$ cat config.mk
export PLATFORM = sky130hd
export DESIGN_NAME = magic_sync_length_deframer_core_flat
export DESIGN_NICKNAME = d
export VERILOG_FILES = /design/src/hdl/msld_pkg.sv /design/src/hdl/msld_if.sv /design/src/hdl/msld_sync_cell.sv /design/src/hdl/msld_ctrl.sv /design/src/hdl/msld_out_buf.sv /design/src/hdl/magic_sync_length_deframer_core.sv /design/src/flat_wrapper.sv
export SDC_FILE = /design/constraint.sdc
export NUM_CORES = 1
export LEC_CHECK = 0
export BUFFER_PORTS_ARGS = -buffer_cell sky130_fd_sc_hd__buf_2
export CAP_MARGIN = 20
export CORE_MARGIN = 2
export CORE_UTILIZATION = 40
export CTS_BUF_LIST = sky130_fd_sc_hd__clkbuf_4 sky130_fd_sc_hd__clkbuf_8 sky130_fd_sc_hd__clkbuf_16
export CTS_CLUSTER_DIAMETER = 50
export CTS_CLUSTER_SIZE = 14
export DETAILED_ROUTE_END_ITERATION = 7
export GPL_ROUTABILITY_DRIVEN = 1
export SYNTH_ARGS = -nofsm -noshare
export SYNTH_HDL_FRONTEND = slang
export SYNTH_SLANG_ARGS = --single-unit
export TNS_END_PERCENT = 10
$ cat constraint.sdc
create_clock -name clk -period 6.73 [get_ports clk]
set_clock_uncertainty 0.1 [all_clocks]
set_input_delay 0.673 -clock clk [delete_from_list [all_inputs] [get_ports clk]]
set_output_delay 0.673 -clock clk [all_outputs]
set_load 0.005 [all_outputs]
$ cat src/hdl/msld_pkg.sv
// ----------------------------------------------------------------------------
// msld_pkg
// Shared types and constants of the sync-word, length-prefixed deframer.
// ----------------------------------------------------------------------------
package msld_pkg;

  localparam int WINDOW_BYTES = 8;
  localparam int LEN_BYTES    = 4;

  localparam logic [1:0] EV_PAYLOAD = 2'd0;
  localparam logic [1:0] EV_ABORT   = 2'd1;
  localparam logic [1:0] EV_REJECT  = 2'd2;

  localparam logic [1:0] CFG_SYNC_PATTERN = 2'd0;
  localparam logic [1:0] CFG_MAX_LENGTH   = 2'd1;

  localparam logic [30:0] MAX_LENGTH_RESET = 31'd65536;

  typedef struct packed {
    logic        valid;
    logic [1:0]  event_res;
    logic [7:0]  data_byte;
    logic        last_of_frame;
    logic [31:0] frame_length;
  } result_t;

endpackage

$ cat src/hdl/msld_if.sv
// ----------------------------------------------------------------------------
// msld_if
// Channel interfaces: received bytes, result words and register writes.
// ----------------------------------------------------------------------------
interface msld_byte_if;
  logic       valid;
  logic       ready;
  logic [7:0] rx_byte;

  modport source (output valid, output rx_byte, input ready);
  modport sink (input valid, input rx_byte, output ready);
endinterface

interface msld_res_if;
  logic               valid;
  logic               ready;
  logic        [1:0]  event_res;
  logic        [7:0]  data_byte;
  logic               last_of_frame;
  logic signed [31:0] frame_length;

  modport source (output valid, output event_res, output data_byte,
                  output last_of_frame, output frame_length, input ready);
  modport sink (input valid, input event_res, input data_byte,
                input last_of_frame, input frame_length, output ready);
endinterface

interface msld_cfg_if;
  logic        valid;
  logic        ready;
  logic [1:0]  index;
  logic [63:0] data;

  modport source (output valid, output index, output data, input ready);
  modport sink (input valid, input index, input data, output ready);
endinterface

$ cat src/hdl/msld_sync_cell.sv
// ----------------------------------------------------------------------------
// msld_sync_cell
// One byte of the sliding window: holds a byte, passes it on, compares the
// incoming byte with its byte of the sync pattern.
// ----------------------------------------------------------------------------
module msld_sync_cell (
  input  logic       clk,
  input  logic       rst,
  input  logic       shift,
  input  logic [7:0] byte_in,
  input  logic [7:0] pattern_byte,
  output logic [7:0] byte_out,
  output logic       match
);

  logic [7:0] held;

  always_ff @(posedge clk) begin
    if (rst) begin
      held <= 8'd0;
    end else if (shift) begin
      held <= byte_in;
    end
  end

  assign byte_out = held;
  assign match    = (byte_in == pattern_byte);

endmodule

$ cat src/hdl/msld_ctrl.sv
// ----------------------------------------------------------------------------
// msld_ctrl
// Phase sequencer: hunt, length collection and payload, with length checks.
// ----------------------------------------------------------------------------
module msld_ctrl (
  input  logic                 clk,
  input  logic                 rst,
  input  logic                 step,
  input  logic [7:0]           rx_byte,
  input  logic                 hit,
  input  logic [30:0]          max_frame_length,
  output msld_pkg::result_t    res
);

  localparam logic [1:0] PH_HUNT = 2'd0;
  localparam logic [1:0] PH_LEN  = 2'd1;
  localparam logic [1:0] PH_DATA = 2'd2;

  logic [1:0]  phase;
  logic [1:0]  phase_next;
  logic [31:0] length_word;
  logic [31:0] length_word_next;
  logic [30:0] byte_position;
  logic [30:0] byte_position_next;
  logic [30:0] pos_inc;
  msld_pkg::result_t res_next;

  assign pos_inc = byte_position + 31'd1;

  always_comb begin
    phase_next         = phase;
    length_word_next   = length_word;
    byte_position_next = byte_position;
    res_next           = '0;
    unique case (phase)
      PH_LEN: begin
        if (hit) begin
          byte_position_next = 31'd0;
        end else begin
          for (int k = 0; k < msld_pkg::LEN_BYTES; k++) begin
            if (byte_position[1:0] == 2'(k)) begin
              length_word_next[8*k +: 8] = rx_byte;
            end
          end
          byte_position_next = pos_inc;
          if (pos_inc >= 31'(msld_pkg::LEN_BYTES)) begin
            if (length_word_next[31] || (length_word_next == 32'd0) ||
                (length_word_next[30:0] > max_frame_length)) begin
              phase_next             = PH_HUNT;
              res_next.valid         = 1'b1;
              res_next.event_res     = msld_pkg::EV_REJECT;
              res_next.frame_length  = length_word_next;
            end else begin
              phase_next         = PH_DATA;
              byte_position_next = 31'd0;
            end
          end
        end
      end
      PH_DATA: begin
        res_next.valid        = 1'b1;
        res_next.frame_length = length_word;
        if (hit) begin
          phase_next         = PH_LEN;
          byte_position_next = 31'd0;
          res_next.event_res = msld_pkg::EV_ABORT;
        end else begin
          byte_position_next     = pos_inc;
          res_next.event_res     = msld_pkg::EV_PAYLOAD;
          res_next.data_byte     = rx_byte;
          res_next.last_of_frame = ({1'b0, pos_inc} >= length_word);
          if (res_next.last_of_frame) begin
            phase_next = PH_HUNT;
          end
        end
      end
      default: begin
        phase_next = PH_HUNT;
        if (hit) begin
          phase_next         = PH_LEN;
          byte_position_next = 31'd0;
        end
      end
    endcase
    if (!step) begin
      phase_next         = phase;
      length_word_next   = length_word;
      byte_position_next = byte_position;
      res_next.valid     = 1'b0;
    end
  end

  always_ff @(posedge clk) begin
    if (rst) begin
      phase         <= PH_HUNT;
      length_word   <= 32'd0;
      byte_position <= 31'd0;
    end else begin
      phase         <= phase_next;
      length_word   <= length_word_next;
      byte_position <= byte_position_next;
    end
  end

  assign res = res_next;

endmodule

$ cat src/hdl/msld_out_buf.sv
// ----------------------------------------------------------------------------
// msld_out_buf
// Two-entry result buffer: output register plus skid entry.
// ----------------------------------------------------------------------------
module msld_out_buf (
  input  logic               clk,
  input  logic               rst,
  input  msld_pkg::result_t  res,
  output logic               room,
  msld_res_if.source         out
);

  msld_pkg::result_t main_q;
  msld_pkg::result_t skid_q;
  logic              pop;

  assign pop  = main_q.valid && out.ready;
  assign room = !skid_q.valid;

  always_ff @(posedge clk) begin
    if (rst) begin
      main_q.valid <= 1'b0;
      skid_q.valid <= 1'b0;
    end else if (pop) begin
      if (skid_q.valid) begin
        main_q       <= skid_q;
        skid_q.valid <= 1'b0;
      end else if (res.valid) begin
        main_q <= res;
      end else begin
        main_q.valid <= 1'b0;
      end
    end else if (res.valid) begin
      if (main_q.valid) begin
        skid_q <= res;
      end else begin
        main_q <= res;
      end
    end
  end

  assign out.valid         = main_q.valid;
  assign out.event_res     = main_q.event_res;
  assign out.data_byte     = main_q.data_byte;
  assign out.last_of_frame = main_q.last_of_frame;
  assign out.frame_length  = $signed(main_q.frame_length);

endmodule

$ cat src/hdl/magic_sync_length_deframer_core.sv
// ----------------------------------------------------------------------------
// magic_sync_length_deframer_core
// Sync-word hunt, little-endian length field and payload pass-through.
// ----------------------------------------------------------------------------
// Takes one byte per clock cycle while the result buffer has room; each
// result word is registered in the output buffer on its way out. The window
// is a row of eight byte cells that shift in step and each compare one byte
// of the sync pattern, so the match is known in the same cycle as the byte.
// Results pass through a two-entry buffer, so rx stays ready while one result
// waits; rx drops ready only when both entries are held. Register writes are
// always taken and should be made while the block is idle.
module magic_sync_length_deframer_core (
  input  logic          clk,
  input  logic          rst,
  msld_byte_if.sink     rx,
  msld_res_if.source    res,
  msld_cfg_if.sink      cfg
);

  logic [63:0] sync_pattern;
  logic [30:0] max_frame_length;
  logic        step;
  logic        room;
  logic [7:0]  cell_byte [msld_pkg::WINDOW_BYTES];
  logic [msld_pkg::WINDOW_BYTES-1:0] cell_match;
  msld_pkg::result_t ctrl_res;

  assign cfg.ready = 1'b1;

  always_ff @(posedge clk) begin
    if (rst) begin
      sync_pattern     <= 64'd0;
      max_frame_length <= msld_pkg::MAX_LENGTH_RESET;
    end else if (cfg.valid) begin
      if (cfg.index == msld_pkg::CFG_SYNC_PATTERN) begin
        sync_pattern <= cfg.data;
      end else if (cfg.index == msld_pkg::CFG_MAX_LENGTH) begin
        max_frame_length <= cfg.data[30:0];
      end
    end
  end

  assign rx.ready = room;
  assign step     = rx.valid && room;

  for (genvar i = 0; i < msld_pkg::WINDOW_BYTES; i++) begin : g_cell
    if (i == 0) begin : g_head
      msld_sync_cell u_cell (
        .clk          (clk),
        .rst          (rst),
        .shift        (step),
        .byte_in      (rx.rx_byte),
        .pattern_byte (sync_pattern[8*i +: 8]),
        .byte_out     (cell_byte[i]),
        .match        (cell_match[i])
      );
    end else begin : g_body
      msld_sync_cell u_cell (
        .clk          (clk),
        .rst          (rst),
        .shift        (step),
        .byte_in      (cell_byte[i-1]),
        .pattern_byte (sync_pattern[8*i +: 8]),
        .byte_out     (cell_byte[i]),
        .match        (cell_match[i])
      );
    end
  end

  msld_ctrl u_ctrl (
    .clk              (clk),
    .rst              (rst),
    .step             (step),
    .rx_byte          (rx.rx_byte),
    .hit              (&cell_match),
    .max_frame_length (max_frame_length),
    .res              (ctrl_res)
  );

  msld_out_buf u_out_buf (
    .clk  (clk),
    .rst  (rst),
    .res  (ctrl_res),
    .room (room),
    .out  (res)
  );

endmodule

$ cat src/flat_wrapper.sv
// flat-port wrapper written by rule: the top's interface ports become plain ports
module magic_sync_length_deframer_core_flat 
  (clk, rst, rx_valid, rx_rx_byte, rx_ready, res_valid, res_event_res, res_data_byte, res_last_of_frame, res_frame_length, res_ready, cfg_valid, cfg_index, cfg_data, cfg_ready);
  msld_byte_if rx_i ();
  msld_res_if res_i ();
  msld_cfg_if cfg_i ();
  input  logic clk;
  input  logic rst;
  input wire logic [$bits(rx_i.valid)-1:0] rx_valid;
  input wire logic [$bits(rx_i.rx_byte)-1:0] rx_rx_byte;
  output wire logic [$bits(rx_i.ready)-1:0] rx_ready;
  output wire logic [$bits(res_i.valid)-1:0] res_valid;
  output wire logic [$bits(res_i.event_res)-1:0] res_event_res;
  output wire logic [$bits(res_i.data_byte)-1:0] res_data_byte;
  output wire logic [$bits(res_i.last_of_frame)-1:0] res_last_of_frame;
  output wire logic [$bits(res_i.frame_length)-1:0] res_frame_length;
  input wire logic [$bits(res_i.ready)-1:0] res_ready;
  input wire logic [$bits(cfg_i.valid)-1:0] cfg_valid;
  input wire logic [$bits(cfg_i.index)-1:0] cfg_index;
  input wire logic [$bits(cfg_i.data)-1:0] cfg_data;
  output wire logic [$bits(cfg_i.ready)-1:0] cfg_ready;
  assign rx_i.valid = rx_valid;
  assign rx_i.rx_byte = rx_rx_byte;
  assign rx_ready = rx_i.ready;
  assign res_valid = res_i.valid;
  assign res_event_res = res_i.event_res;
  assign res_data_byte = res_i.data_byte;
  assign res_last_of_frame = res_i.last_of_frame;
  assign res_frame_length = res_i.frame_length;
  assign res_i.ready = res_ready;
  assign cfg_i.valid = cfg_valid;
  assign cfg_i.index = cfg_index;
  assign cfg_i.data = cfg_data;
  assign cfg_ready = cfg_i.ready;
  magic_sync_length_deframer_core u_core (.clk(clk), .rst(rst), .rx(rx_i), .res(res_i), .cfg(cfg_i));
endmodule
# == After elaboration in Yosys (flattened, before gate mapping) ==
# Index checks and enable logic that the tools add are counted.
# word_totals
regBits,304
wordCells,111
out_inout_bits,46
# classes
muxes,42
add_sub_neg,1
eq_ne,18
order_cmp,3
reduce_logical,21
bitwise_logic,4
# op_table
operator,count
$mux 31,5
$mux 44,3
$mux 32,3
$mux 8,12
$mux 43,2
$eq 8x8->1,8
$pmux 32 s2,1
$pmux 31 s2,1
$ge 31x32->1,1
$logic_not 32->1,1
$add 31x1->31 const B,1
$ge 31x3->1 const B,1
$gt 31x31->1,1
$mux 9,2
$reduce_and 4->1,3
$mux 2,5
$mux 3,3
$reduce_and 8->1,1
$eq 2x1->1 const B,3
$eq 2x2->1 const B,3
$pmux 3 s2,1
$reduce_and 2->1,3
$reduce_and 3->1,2
$logic_not 2->1,2
12 further kinds,21

# == Logic depth before layout (Yosys ltp) ==
# Gate-level depths: netlist of run 1.
# logic_depth
word_depth,15
ltp_mapped,21

# == By module ==
# A second synthesis of run 1 with hierarchy kept.
# unflattened
hier_cells,1633
area_unflattened_um2,16558.4
# by_module_without_submodules
module,seq_area_each_um2,area_per_inst_um2,n_inst,cells_per_inst
msld_ctrl,1301.2,6211.0,1,806
magic_sync_length_deframer_core,1901.8,4127.7,1,385
msld_out_buf,2622.5,3246.9,1,146
msld_sync_cell,160.2,371.6,8,37

# == Least setup slack after synthesis of run 1 ==
# Ideal clock, no wire load.
# synth_path
path_kind,reg-to-reg
from,register u_core.u_ctrl.byte_position[0]
to,"register u_core.u_out_buf.main_q, in the netlist u_core.u_out_buf.out.data_byte[0], enable pin"
slack_ns,-0.047
setup_ns,0.508
arrival_time_ns,6.168
stages_incl_launch_ff,17
path_buffers,3
required_time_ns,6.122
path_cell_list,dfxtp_1 clkbuf_1 inv_1 ha_1 clkbuf_1 clkbuf_1 o21a_1 inv_1 ha_1 nand4_1 nor4_1 o31ai_1 nand4_1 a31oi_1 nor2_1 a22oi_1 a211oi_1
# synth_via
elab_chain_len,14
word_cells_on_any_way,30
# synth_rtl
element,line,source
"start, declared",msld_ctrl.sv:23,logic [30:0] byte_position;
"start signal, assigned",msld_ctrl.sv:101,byte_position <= byte_position_next;
"parallel branches: the longest is 8 deep, another holds $add 31x1->31",-,
$mux 3 *,msld_ctrl.sv:46,if (pos_inc >= 31'(msld_pkg::LEN_BYTES)) begin
$mux 3 *,msld_ctrl.sv:37,if (hit) begin
$pmux 3 s2 *,msld_ctrl.sv:35,unique case (phase)
$mux 1 *,msld_ctrl.sv:85,if (!step) begin
$reduce_bool 2->1 (no line),-,
$reduce_and 4->1 (no line) *,-,
"end signal, assigned",msld_out_buf.sv:26,main_q <= skid_q;
"end signal, assigned",msld_out_buf.sv:29,main_q <= res;
"end signal, assigned",msld_out_buf.sv:37,main_q <= res;
"end, declared",msld_out_buf.sv:13,msld_pkg::result_t main_q;
# Every way passes the cells marked *. The select of a mux whose other input is x is not followed.
# A chain may end at the register's enable or synchronous reset.

==> impl_metrics.toml, run 1 <==
[synthesis]
netlist_area_um2 = 15400
synth_most_common_cell = "nand2_1"
synth_top_area_cell = "dfxtp_1"
seq_area_frac_synth = 0.451
synth_edf_count = 86
synthTopCellsByCount = "nand2_1 (407), dfxtp_1 (218), a21oi_1 (183)"
avgSynthCellArea_um2 = 8.57
synthXorXnorAreaFrac = 0.0529
synth_top_family_by_area = "simple AND/OR/NAND/NOR gates"
syn_inst = 1796
ys.flop_type = "dfxtp_1"
synthAdderAreaFrac = 0.0561
synth_compound_area_frac = 0.149
synth_cell_types = 71
synth_area_leaders = "dfxtp_1 (28%), edfxtp_1 (17%), nand2_1 (9.9%)"
synthArstFlopShare = 0
yosys.area_share.simple = 0.196
ys_warn_count = 0
syn_nets = 1944
netlist.area_leader.share = 0.283
ys_seq_elements = 304
muxShareOfSynthArea = 0.0354

[cts]
cts_sinks = 304
clk_pin_slew_worst_paths_ps = 60
post_cts_buffers = 0
cts_tree = "yes"
cts-root-buf = "clkbuf_16"
insertion_delay_ps = 520
cts_buffers = 37
hold_buffers = 0
post_cts_resized = 0
h-tree-depth = 2
cts_buffer_depth = 3

[critical_path]
path_cells = "ha_1 > buf_4 > mux2i_1 > inv_1 > ha_1 > nand4_1 > inv_1 > a221oi_1 > o21ai_0 > a31oi_1 > inv_1 > o211ai_1 > or2_2 > o21ai_1 > mux2_2"
critPathLaunchType = "flop"
crit_path_frequent_cell = "inv_1"
required_ps = 6900
worstSetupPathType = "flop to flop"
path_max_fanout = 31
endpoint_kind = "flop"
slowest_stage = "or2_2"
critPathMaxStageDelay_ps = 610
worstPathArrival_ps = 5140

[sta]
finalCritPeriodShare = 0.739
relSlewSlack = 0.253
period_needed_ps = 4970
rsz0062_at_grt = "false"
setup_tns_ps = 0
setup_viol = 0
hold_viol_final = 0
clock.fmax_mhz = 201
final_max_slew_viol_count = 0
tightest_slew_ps = 1120

[power_and_ir_drop]
p_per_area_nw_per_um2 = 237
ir_drop_mv = 0.145
power.total_mw = 4.17
p_leak_nw = 6.47

[routing]
first_iter_violations = 930
wl_per_cell_um = 18.9
drc = 0
postRouteAntennaNets = 0
viasPerCell = 5.35
firstDrtPassIters = 5
finalWirelength_um = 45000
vias = 12700

[global_routing]
antenna_found_initial = 0
grt_pass1_vias = 12100
grt-ovfl-total = 0
grt_max_degree = 104
grtUsageTotal = 0.220
grt_first_pass_wirelength_um = 70200

[final_layout]
post-route-util = 0.466
drive_gt1_frac = 0.144
antenna_cells = 0
num-nets-final = 1995
final_area_um2 = 17600
area_growth_pct = 14.2

[flow_run]
maxCapViolCount = 0

[placement]
place_area_um2 = 16200
gp_congestion = 0.875
io_buffers = 123
hpwl_um = 32300

[floorplan]
start_util = 0.408
design.portCount = 125
fp-row-count = 71
dieArea_um2 = 40100
core_area_um2 = 37800
die_y_um = 200
die_x_um = 200

[hold_path]
hp-class = "input port to flop"

[outcome]
outcome = "finished clean"
==> routing by layer <==
metal,up-vias,share of wire,GRT usage
met3,80,0.054,0.0293
met1,5973,0.44,0.292
met2,413,0.47,0.363
met4,0,0.039,0.0885
met5,-,0,0
li1,6281,-,-
==> through the flow <==
stage                     setup slack [ps]  std cells  hold WS (ps)
after floorplan                       1430       1796           336
after global placement                1810       2316           344
after detailed placement              1770       2316           347
after CTS                             1760       2381           280
after global routing                  1280       2384           287
final                                 1760       2384           292
==> layout by cell type, fill, tap and decap left out, types with 5 or more instances in the layout <==
| master | count |
|---|---|
| nand2_1 | 406 |
| dfxtp_1 | 218 |
| a21oi_1 | 182 |
| buf_2 | 122 |
| inv_1 | 106 |
| edfxtp_1 | 86 |
| nor2_1 | 84 |
| xnor2_1 | 84 |
| ha_1 | 69 |
| mux2_2 | 43 |
| nand4_1 | 42 |
| clkbuf_16 | 39 |
| a211oi_1 | 38 |
| o21ai_1 | 34 |
| nand3_1 | 30 |
| o21a_1 | 29 |
| nor4_1 | 24 |
| nor3_1 | 16 |
| o21ai_0 | 16 |
| and3_1 | 15 |
| a22oi_1 | 12 |
| a21o_1 | 12 |
| xor2_1 | 9 |
| buf_4 | 9 |
| nor2b_1 | 7 |
| or2_2 | 7 |
| or4_1 | 7 |
| mux2i_1 | 6 |
| and2_1 | 6 |
| inv_6 | 5 |
==> sequential cells by signal, summed over array words and instances, names as in the netlist <==
register                              flops
u_core.g_cell.g_body.u_cell.byte_out     48
u_core.g_cell.g_head.u_cell.byte_out      8
u_core.max_frame_length                  31
u_core.sync_pattern                      64
u_core.u_ctrl.byte_position              31
u_core.u_ctrl.length_word                32
u_core.u_ctrl.phase                       2
u_core.u_out_buf.out.data_byte            8
u_core.u_out_buf.out.event_res            2
u_core.u_out_buf.out.frame_length        32
u_core.u_out_buf.out.last_of_frame        1
u_core.u_out_buf.out.valid                1
u_core.u_out_buf.skid_q                  44
==> power breakdown <==
group | switching, mW | total, mW | internal, mW | leakage, nW
registers | 0.0187 | 1.91 | 1.89 | 2.46
logic | 0.132 | 0.199 | 0.0671 | 3.39
clock network | 0.840 | 2.06 | 1.22 | 0.622
total | 0.990 | 4.17 | 3.18 | 6.47
==> kinds of logic after synthesis <==
family | Yosys count
AND/OR/NAND/NOR | 677
buffers and inverters | 229
XOR/XNOR | 93
AO/OA/AOI/OAI | 374
multiplexers | 49
flip-flops | 304
other | 1
adder cells (fa/ha/maj) | 69
==> worst paths after layout <==
kind	startpoint	to	slack, ps	cells past startpoint
setup reg to reg	u_core.u_ctrl.byte_position[0]	u_core.u_out_buf.out.frame_length[7]	1760	15
hold reg to reg	u_core.max_frame_length[18]	u_core.max_frame_length[18]	350	2
hold / removal	cfg_data[56]	u_core.sync_pattern[56]	290	3
setup / recovery	u_core.u_ctrl.byte_position[0]	u_core.u_out_buf.out.frame_length[7]	1760	15
==> critical path: cells and delay by family, from the launching register on <==
kind                       cells  cell delay, ps
DFF                            1             560
adders and majority gates      2             560
and+or+nand+nor                2             770
AOI/OAI and AO/OA              5            1300
buffers and inverters          4             560
muxes                          2             820
==> cell type report <==
cell class	count	area (um2)
fillers	3739	20200
multi-input cells	1263	7570
flip-flops and latches	304	6950
clock buffers	42	1010
repair buffers	135	752
well taps	511	639
inverters	106	398
clock inverters	23	262
(Power assumes the default switching activity.)
==> run 2: changes to the inputs <==
clock period = 4.8 ns   (was 6.73 ns; I/O delays follow)
==> run 2 against run 1 <==
Effect of this change:
- global-route usage rose by 0.48 points
- power rose by 40%
- via count increased by 1.7%
- setup slack got worse by 1300 ps
- worst hold slack worse by 190 ps
- critical path depth fell by 3
- cell count increased by 1.8%
- clock power up 39%
- final area grew 2.1%
- highest routed layer unchanged
==> impl_metrics.toml, run 2 (same netlist as run 1, synthesis figures left out) <==
[sta]
rsz0062_at_grt = "false"
setup_viol = 0
final_max_slew_viol_count = 0
relSlewSlack = 0.282
fin_ws_ps = 445
tightest_slew_ps = 1080
setup_tns_ps = 0
period_needed_ps = 4350
finalCritPeriodShare = 0.907
clock.fmax_mhz = 230
hold_slack_ps = 97.4
hold_viol_final = 0

[critical_path]
crit_family = "simple AND/OR/NAND/NOR gates"
critPathMaxStageDelay_ps = 600
crit_path_frequent_cell = "or4_1"
slowest_stage = "or4_1"
worstSetupPathType = "flop to flop"
r2r-end = "u_core.u_out_buf.skid_q[21]"
path_buf_inv = 1
required_ps = 4950
r2r_slack_ps = 450
path_cells = "ha_1 > nand3_2 > or4_1 > or4_1 > and3_1 > a2111oi_4 > nand4b_2 > or2_2 > a22oi_1 > nor2_1 > and2_2 > buf_12"
endpoint_kind = "flop"
rr_startpoint = "u_core.u_ctrl.byte_position[0]"
critPathLaunchType = "flop"
worstPathArrival_ps = 4500
path_max_fanout = 43
rr_worst_depth = 12

[cts]
hold_buffers = 0
cts_buffers = 36
h-tree-depth = 2
clk_pin_slew_worst_paths_ps = 60
cts_buffer_depth = 3
insertion_delay_ps = 520
cts-root-buf = "clkbuf_16"
cts_tree = "yes"
post_cts_buffers = 0
cts_sinks = 304

[floorplan]
start_util = 0.408
core_area_um2 = 37800
fp-row-count = 71
die_x_um = 200
dieArea_um2 = 40100
design.portCount = 125
die_y_um = 200

[placement]
pre_cts_slack_ps = 453
gp_congestion = 0.925
io_buffers = 123
place_area_um2 = 16600
hpwl_um = 33500
dp.cells = 2361

[power_and_ir_drop]
p_per_area_nw_per_um2 = 325
p_leak_nw = 6.73
ir_drop_mv = 0.259
power.total_mw = 5.84

[hold_path]
min-delay-start = "cfg_data[46]"
holdPathStages = 3
hold_end = "u_core.sync_pattern[46]"
hp-class = "input port to flop"

[global_routing]
grt-ovfl-total = 0
grt_pass1_vias = 12300
grt-busiest-layer = "met2"
gr-usage-met1 = 0.302
grtUsageTotal = 0.225
antenna_found_initial = 2
grt_max_degree = 127
grt_util_met2 = 0.375
grt_first_pass_wirelength_um = 71300
grt.met3_usage = 0.0312

[routing]
postRouteAntennaNets = 0
firstDrtPassIters = 6
first_iter_violations = 1120
vias = 13000
viasPerCell = 5.35
finalWirelength_um = 45700
drc = 0
wl_per_cell_um = 18.8

[final_layout]
nFillCells = 3663
final_cell_mix = "nand2_1 (406), dfxtp_1 (218), a21oi_1 (182)"
layout_commonest_cell = "nand2_1"
largest_register_ffs = 64
drive_gt1_frac = 0.164
post-route-util = 0.475
max_flop_register = "u_core.sync_pattern"
area_growth_pct = 16.6
final_cells = 2426
num-nets-final = 2039
final_area_um2 = 17900

[outcome]
outcome = "finished clean"

[flow_run]
maxCapViolCount = 0
## run 2: cell count changes in the layout (fill, tap and decap cells not counted), sizes merged
cell,previous run,this run
inv,113,116
bufinv,3,4
diode,0,1
clkinv,11,3
buf,135,180
clkinvlp,2,0
clkbuf,42,44
## run 2: how the worst max path moves through the flow
stage                                               from                               endpoint  cells past startpoint
after global placement    u_core.u_ctrl.byte_position[0]  u_core.u_out_buf.out.frame_length[29]                     14
after floorplan           u_core.u_ctrl.byte_position[0]      u_core.u_out_buf.out.data_byte[0]                     16
after detailed placement  u_core.u_ctrl.byte_position[0]            u_core.u_out_buf.skid_q[13]                     12
after global routing      u_core.u_ctrl.byte_position[2]            u_core.u_out_buf.skid_q[21]                     12
after CTS                 u_core.u_ctrl.byte_position[0]            u_core.u_out_buf.skid_q[39]                     12
final                     u_core.u_ctrl.byte_position[0]            u_core.u_out_buf.skid_q[21]                     12
## run 2: area by class of cell
| class | count | area (um2) | area share |
|---|---|---|---|
| Multi-Input combinational cell | 1263 | 7580 | 0.422 |
| Tap cell | 511 | 639 | 0.0356 |
| Inverter | 106 | 398 | 0.0222 |
| Antenna cell | 1 | 2.50 | 0.000139 |
| Clock buffer | 44 | 991 | 0.0552 |
| Sequential cell | 304 | 6950 | 0.387 |
| Clock inverter | 17 | 249 | 0.0139 |
| Timing Repair Buffer | 180 | 1140 | 0.0637 |
## run 2: report_power, final
part	total [mW]	internal, mW	switching, mW	leakage, nW
registers	2.68	2.66	0.0264	2.51
logic	0.286	0.0988	0.187	3.60
clock network	2.87	1.72	1.15	0.619
## run 2: what timing repair did
item,in CTS,in global routing
resized for setup,0,1
setup endpoints to repair,0,7
hold endpoints to repair,0,0
## run 2: worst min-delay path, cell delays in order
cell and delay, ps:
buf_2 100, nand2_1 50, a21oi_1 50
## run 2: routing by layer
metal  part of all wire  up-vias
met4              0.030        0
met5                  0        -
met2               0.47      387
li1                   -     6348
met3              0.053       79
met1               0.45     6156
==> run 3: changes to the inputs <==
BUFFER_PORTS_ARGS = -buffer_cell sky130_fd_sc_hd__buf_4   (was -buffer_cell sky130_fd_sc_hd__buf_2)
==> run 3 against run 2 <==
Effect of this change:
- power fell by 3.2%
- critical path depth rose by 4
- non-clock buffer count fell by 24
- wire length barely moved
- sequential share of layout area fell by 0.16 points
- cell count fell by 0.95%
- final area rose by 0.44%
- register-to-register slack got worse by 170 ps
- first-iteration DRC count fell by 13%
- via count fell by 0.23%
- setup slack got worse by 170 ps
- combinational power rose by 5%
- largest power group is now sequential cells
==> impl_metrics.toml, run 3 (same netlist as run 1, synthesis figures left out) <==
[outcome]
outcome = "finished clean"

[floorplan]
start_util = 0.408
dieArea_um2 = 40100
core_area_um2 = 37800
fp-row-count = 71
die_y_um = 200
design.portCount = 125
die_x_um = 200

[power_and_ir_drop]
p_sw_mw = 1.35
pwr-share-comb = 0.053
swShare = 0.238
seq_power_share = 0.475
p_leak_nw = 6.72
ir_drop_mv = 0.189
power.share.clock = 0.472
power.total_mw = 5.65
p_per_area_nw_per_um2 = 314
intPower_mw = 4.30

[sta]
clock.fmax_mhz = 221
final_max_slew_viol_count = 0
tightest_slew_ps = 810
hold_viol_final = 0
finalCritPeriodShare = 0.943
setup_tns_ps = 0
period_needed_ps = 4530
relSlewSlack = 0.460
rsz0062_at_grt = "false"
setup_viol = 0

[cts]
cts_sinks = 304
clk_pin_slew_worst_paths_ps = 60
cts_buffers = 35
h-tree-depth = 2
insertion_delay_ps = 540
cts-root-buf = "clkbuf_16"
cts_tree = "yes"
cts_buffer_depth = 3
post_cts_buffers = 0

[routing]
drt-met1-wl_um = 19800
wl_met3_um = 2600
finalWirelength_um = 45700
wl_per_cell_um = 19.0
vias = 12900
routed.top_layer = "met4"
first_iter_violations = 979
postRouteAntennaNets = 0
viasPerCell = 5.38
drc = 0
firstDrtPassIters = 5
route.met2.wl_um = 21600

[global_routing]
grt-ovfl-total = 0
grt_max_degree = 113
antenna_found_initial = 1
grt_first_pass_wirelength_um = 70800
grt_pass1_vias = 12300
grtUsageTotal = 0.224

[final_layout]
drive_gt1_frac = 0.154
area_growth_pct = 17.1
final_cell_mix = "nand2_1 (406), dfxtp_1 (217), a21oi_1 (182)"
layout_commonest_cell = "nand2_1"
num-nets-final = 2014
post-route-util = 0.477
max_flop_register = "u_core.sync_pattern"
largest_register_ffs = 64
final_area_um2 = 18000

[critical_path]
path_buf_inv = 5
path_cells = "ha_1 > buf_4 > mux2i_1 > inv_1 > ha_1 > nand4_1 > inv_1 > a221oi_2 > nand4_1 > a31oi_1 > inv_1 > o211ai_1 > or2_2 > buf_12 > o21ai_1 > mux2_2"
crit_path_frequent_cell = "inv_1"
required_ps = 4980
critPathLaunchType = "flop"
worstPathArrival_ps = 4700
slowest_stage = "dfxtp_1"
worstSetupPathType = "flop to flop"
critPathMaxStageDelay_ps = 540
path_max_fanout = 31
crit_family = "compound AO/OA/AOI/OAI gates"
endpoint_kind = "flop"

[flow_run]
maxCapViolCount = 0

[placement]
place_area_um2 = 16800
io_buffers = 123
gp_congestion = 0.929
hpwl_um = 33100

[hold_path]
hp-class = "input port to flop"
## run 3: worst paths after layout
kind | from | endpoint | cells past startpoint | slack (ps)
worst max-delay path | u_core.u_ctrl.byte_position[1] | u_core.u_out_buf.out.frame_length[10] | 16 | 270
worst min-delay path | cfg_data[62] | u_core.sync_pattern[62] | 3 | 90
worst max register to register | u_core.u_ctrl.byte_position[1] | u_core.u_out_buf.out.frame_length[10] | 16 | 270
worst min register to register | u_core.max_frame_length[30] | u_core.max_frame_length[30] | 2 | 350
## run 3: final cells by class
type | instances | area, um2
fillers | 3676 | 19700
multi-input cells | 1263 | 7580
flip-flops and latches | 304 | 6950
repair buffers | 156 | 1290
clock buffers | 43 | 972
well taps | 511 | 639
inverters | 106 | 398
clock inverters | 19 | 191
diodes | 1 | 2.50
## run 3: through the flow
| step | std cells | setup WS [ps] | hold WS [ps] |
|---|---|---|---|
| 4_1_cts | 2398 | 94.5 | 77.2 |
| 3_5_place_dp | 2336 | 119 | 348 |
| 5_1_grt | 2403 | 2.28 | 83.2 |
| 2_1_floorplan | 1796 | 123 | 336 |
| 3_3_place_gp | 2335 | 189 | 345 |
| 6_report | 2403 | 274 | 91.6 |
## run 3: worst reg2reg max path: cells and delay by family (launching register included)
family                   cells  cell delay, ps
AO/OA/AOI/OAI                4             920
adder cells (fa/ha/maj)      2             580
multiplexers                 2             680
buffers and inverters        5             790
flip-flops                   1             540
AND/OR/NAND/NOR              3             670
## run 3: power groups by stage
stage | sequential, mW | clock [mW] | combinational [mW]
2_1_floorplan | 2.73 | 0 | 0.166
3_3_place_gp | 2.74 | 0 | 0.289
3_5_place_dp | 2.74 | 0 | 0.291
4_1_cts | 2.68 | 2.73 | 0.293
5_1_grt | 2.68 | 2.83 | 0.325
6_report | 2.68 | 2.67 | 0.299
## run 3: what timing repair did
action / 4_1_cts / 5_1_grt
setup endpoints to repair: 0 / 66
gates resized for setup: 0 / 2
hold buffers: 0 / 0
## run 3: routing by layer
metal  vias up  track usage
met5         -            0
met4         0       0.0837
met3        91       0.0345
met2       415        0.375
met1      6111        0.291
li1       6323            -
